<file path="config.mk">
export PLATFORM = sky130hd
export DESIGN_NAME = stks_ctrl
export DESIGN_NICKNAME = d
export VERILOG_FILES = /design/src/design/stks_pkg.sv /design/src/design/stks_ctrl.sv
export SDC_FILE = /design/constraint.sdc
export NUM_CORES = 1
export LEC_CHECK = 0
export ABC_AREA = 1
export BUFFER_PORTS_ARGS = -buffer_cell sky130_fd_sc_hd__buf_2
export CORE_AREA = 2 2 39 41
export DETAILED_ROUTE_END_ITERATION = 10
export DIE_AREA = 0 0 41 43
export GPL_TIMING_DRIVEN = 0
export HOLD_SLACK_MARGIN = 0.08
export PLACE_DENSITY = 0.46
export SLEW_MARGIN = 20
export SYNTH_ARGS = -nofsm -noshare
export SYNTH_HDL_FRONTEND = slang
export SYNTH_SLANG_ARGS = --single-unit
</file>
<file path="constraint.sdc">
create_clock -name clk_i -period 1.88 [get_ports clk_i]
set_input_delay 0.376 -clock clk_i [delete_from_list [all_inputs] [get_ports clk_i]]
set_output_delay 0.376 -clock clk_i [all_outputs]
set_load 0.02 [all_outputs]
</file>
<file path="src/design/stks_pkg.sv">
`timescale 1ns / 1ps
// ----------------------------------------------------------------------------
// stks_pkg
// shared types and constants of the sorted table key range search block
// ----------------------------------------------------------------------------
package stks_pkg;

  localparam int unsigned VAL_W = 32;  // table entry and key width
  localparam int unsigned CNT_W = 11;  // entry count register width
  localparam int unsigned EIX_W = 10;  // entry index field width
  localparam int unsigned OUT_W = 11;  // result index width

  localparam logic KIND_LOAD  = 1'b0;
  localparam logic KIND_QUERY = 1'b1;

  typedef enum logic [3:0] {
    ST_IDLE  = 4'b0001,
    ST_PROBE = 4'b0010,
    ST_CMP   = 4'b0100,
    ST_DONE  = 4'b1000
  } state_e;

  // controller to datapath
  typedef struct packed {
    logic load;    // write the item into the table
    logic init;    // latch key, open both search windows
    logic probe;   // read both midpoints
    logic update;  // compare and narrow both windows
  } cmd_t;

  // datapath to controller
  typedef struct packed {
    logic any_active;  // at least one search window still open
  } status_t;

endpackage

</file>
<file path="src/design/stks_ctrl.sv">
`timescale 1ns / 1ps
// ----------------------------------------------------------------------------
// stks_ctrl
// sequencer for loads and for the probe / compare loop of a query
// ----------------------------------------------------------------------------
module stks_ctrl
  import stks_pkg::*;
(
  input  logic    clk_i,
  input  logic    rst_ni,
  input  logic    start,
  input  logic    kind_i,
  input  status_t status_i,
  output cmd_t    cmd_o,
  output logic    busy,
  output logic    result_strobe_o
);

  state_e state_q, state_d;
  logic   accept;

  assign accept = start && (state_q == ST_IDLE);

  always_comb begin
    state_d      = state_q;
    cmd_o        = '0;
    cmd_o.load   = accept && (kind_i == KIND_LOAD);
    cmd_o.init   = accept && (kind_i == KIND_QUERY);
    unique case (state_q)
      ST_IDLE: begin
        if (cmd_o.init) begin
          state_d = ST_PROBE;
        end
      end
      ST_PROBE: begin
        if (status_i.any_active) begin
          cmd_o.probe = 1'b1;
          state_d     = ST_CMP;
        end else begin
          state_d = ST_DONE;
        end
      end
      ST_CMP: begin
        cmd_o.update = 1'b1;
        state_d      = ST_PROBE;
      end
      ST_DONE: begin
        state_d = ST_IDLE;
      end
      default: begin
        state_d = ST_IDLE;
      end
    endcase
  end

  always_ff @(posedge clk_i or negedge rst_ni) begin
    if (!rst_ni) begin
      state_q <= ST_IDLE;
    end else begin
      state_q <= state_d;
    end
  end

  assign busy            = (state_q != ST_IDLE);
  assign result_strobe_o = (state_q == ST_DONE);

  a_query_goes_busy: assert property (@(posedge clk_i) disable iff (!rst_ni)
    cmd_o.init |=> busy)
    else $error("query accepted but block not busy");

  a_load_no_result: assert property (@(posedge clk_i) disable iff (!rst_ni)
    cmd_o.load |=> !busy && !result_strobe_o)
    else $error("load item led to busy or result");

  a_probe_needs_window: assert property (@(posedge clk_i) disable iff (!rst_ni)
    cmd_o.probe |-> status_i.any_active)
    else $error("probe issued with both windows closed");

  a_cmp_after_probe: assert property (@(posedge clk_i) disable iff (!rst_ni)
    cmd_o.update |-> $past(cmd_o.probe))
    else $error("compare without preceding probe");

endmodule

</file>
==> impl_metrics.csv <==
group,metric,value,unit
floorplanning,die-area,1760,um2
layout,diodes,0,
timing,fin_skew,0.00474,ns
power_and_ir_drop,total_power,0.000485,W
layout,nNetsFinal,57,
route,viasPerCell,3.72,
floorplanning,initial_core_util,17.4,%
clock_network,cts_buffer_depth,2,
timing,setup_tns,0,ns
clock_network,clkTransAtPathRegs,0.04,ns
placed_design,place.gp.congestion,0.619,
timing,slew_violations,0,
setup_path,slowest_delay,0.40,ns
global_routing,first_global_vias,218,
layout,layout-drive-gt1-share,35.3,%
layout,regMostFlops,"state_q",
setup_path,cp_top_family,"simple AND/OR/NAND/NOR gates",
route,dr.first_iter.drc_count,3,
synth,synth_cell_type_count,11,
clock_network,cts_buffers,3,
route,firstDrtPassIters,2,
route,vias,249,
power_and_ir_drop,powerDensity,1400,nW/um2
timing,clock.fmax,0.594,GHz
placed_design,place_ws,0.446,ns
min_path,hold_path_depth,2,
layout,reg_top3,"state_q (4)",
setup_path,critPathCaptureType,"output pin",
synth,ys_seq_area_share,42.2,%
timing,setup_viol,0,
synth,yosysWarnings,0,
synth,synth-edff-count,0,
timing,min_period,1.68,ns
route,postRouteAntennaNets,0,
global_routing,grt_max_degree,5,
layout,fill_cells,158,
floorplanning,rows,14,
synth,synth.top_cell.area_share,31.3,%
floorplanning,die_x,41,um
route,wl,456,um
global_routing,gr-total-overflow,0,
synth,synth_most_common_cell,"nor2_1",
layout,syn_to_final_growth,44.3,%
synth,synth_seq_cells,4,
min_path,min_path_type,"in -> reg",
clock_network,insertion_delay,0.23,ns
timing,hold_viol,0,
synth,async_flop_share,100,%
setup_path,worstPathArrival,1.31,ns
run,cap_violations,0,
global_routing,grtUsageTotal,6.96,%
global_routing,grt_pass1_wl,731,um
synth,synthTopCellsByArea,"dfrtp_1, nor2_1, dfstp_2, inv_1, nand2_1",
layout,multi_input_area,105,um2
timing,whs,0.304,ns
setup_path,required,1.50,ns
timing,rsz0062_at_grt,"false",
route,route.detailed.drc,0,
timing,worstMarginPinSlew,0.160,ns
setup_path,r2r_slack,0.84,ns
placed_design,dp_hpwl,382,um
setup_path,worstSetupPathType,"reg -> out",
synth,synthCells,36,
timing,maxSlewHeadroom,89.2,%
setup_path,critPathLaunch,"state_q[2]",
timing,min_period_over_period,89.6,%
power_and_ir_drop,p_leak,0.205,nW
setup_path,reg2reg_from,"state_q[0]",
setup_path,cp.depth,5,
layout,largest_reg_flops,4,
run_status,outcome,"complete, no violations",
setup_path,crit_fanout,4,
layout,seqCellArea,101,um2
placed_design,portBuffers,10,
power_and_ir_drop,ir_drop,0.402,mV
setup_path,cp_slowest_cell,"dfrtp_1",
floorplanning,die_y,43,um
timing,worst_slack,0.196,ns
clock_network,root_buffer,"clkbuf_4",
floorplanning,io_pins,11,
synth,syn_area_per_cell,6.67,um2
synth,yosys_most_used_dff,"dfrtp_1",
setup_path,cp.buffers_inverters,2,
clock_network,tritoncts,"done",
setup_path,rr_worst_depth,5,
synth,yosysTopAreaCell,"dfrtp_1",
clock_network,h-tree-depth,1,
synth,ys_top_cells_by_count,"nor2_1, inv_1, nand2_1",
global_routing,antenna_found_initial,0,
setup_path,crit_end,"cmd_o[1]",
setup_path,r2r-end,"state_q[1]",
setup_path,cp-start-kind,"flip-flop",
synth,synth_nets,41,
clock_network,clock-sinks,4,
setup_path,crit_chain,"nor2_2, nand3_1, nor2_1, buf_4, buf_2",
route,drt-wirelength-per-cell,6.81,um
floorplanning,core,1380,um2
synth,synth_area,240,um2
## stage by stage
stage          std cells  instance area [um2]  utilization, %
2_1_floorplan         36                  240               -
4_1_cts               67                  347            25.0
3_5_place_dp          62                  310            22.4
5_1_grt               67                  347            25.0
6_report              67                  347            25.0
3_3_place_gp          62                  310            22.4
## per-layer routing
layer  vias up  track usage [%]  part of all wire (%)
li1        137                -                     -
met1       107             6.21                    42
met2         5             9.06                    53
met3         0             3.14                   4.4
met4         0             10.0                     0
met5         -                0                     0
## timing repair
action                                  CTS  global route
hold buffers                              1             0
buffers inserted                          0             0
resized for setup                         0             0
endpoints found under the setup margin    0             0
endpoints found under the hold margin     3             0
## logic make-up after synthesis
| family | Yosys count | share of synthesized area, % |
|---|---|---|
| and+or+nand+nor | 22 | 39.6 |
| buffers and inverters | 8 | 14.1 |
| DFF | 4 | 42.2 |
| AOI/OAI and AO/OA | 2 | 4.16 |
## how the worst min path moves through the flow
stage	slack [ns]	end	startpoint
after floorplan	0.08	state_q[1]	rst_ni
after global placement	0.19	state_q[1]	rst_ni
after detailed placement	0.18	state_q[1]	rst_ni
after CTS	0.29	state_q[3]	status_i
after global routing	0.30	state_q[3]	status_i
final	0.30	state_q[3]	status_i
## placed cells by master (no fill, tap or decap), drive strengths merged
cell type and instances:
nor2 12, buf 11, inv 7, nand2 6
clkbuf 4, nand3 3, dfrtp 3, nor3 1
o21ai 1, a21oi 1, dlygate4sd3 1, dfstp 1
## final cells by class
| class | count | share of cell area (%) |
|---|---|---|
| buffer | 1 | 2.17 |
| timing repair buffer | 11 | 17.3 |
| clock buffer | 4 | 7.58 |
| sequential | 4 | 29.2 |
| tap | 16 | 5.78 |
| multi-input combinational | 24 | 30.3 |
| inverter | 7 | 7.58 |
## power breakdown
group / internal (W) / switching [W]
Combinational: 0.0000817 / 0.000145
Sequential: 0.000121 / 0.0000223
Clock: 0.0000796 / 0.0000349
No activity file was read; power rests on OpenSTA's default activity.
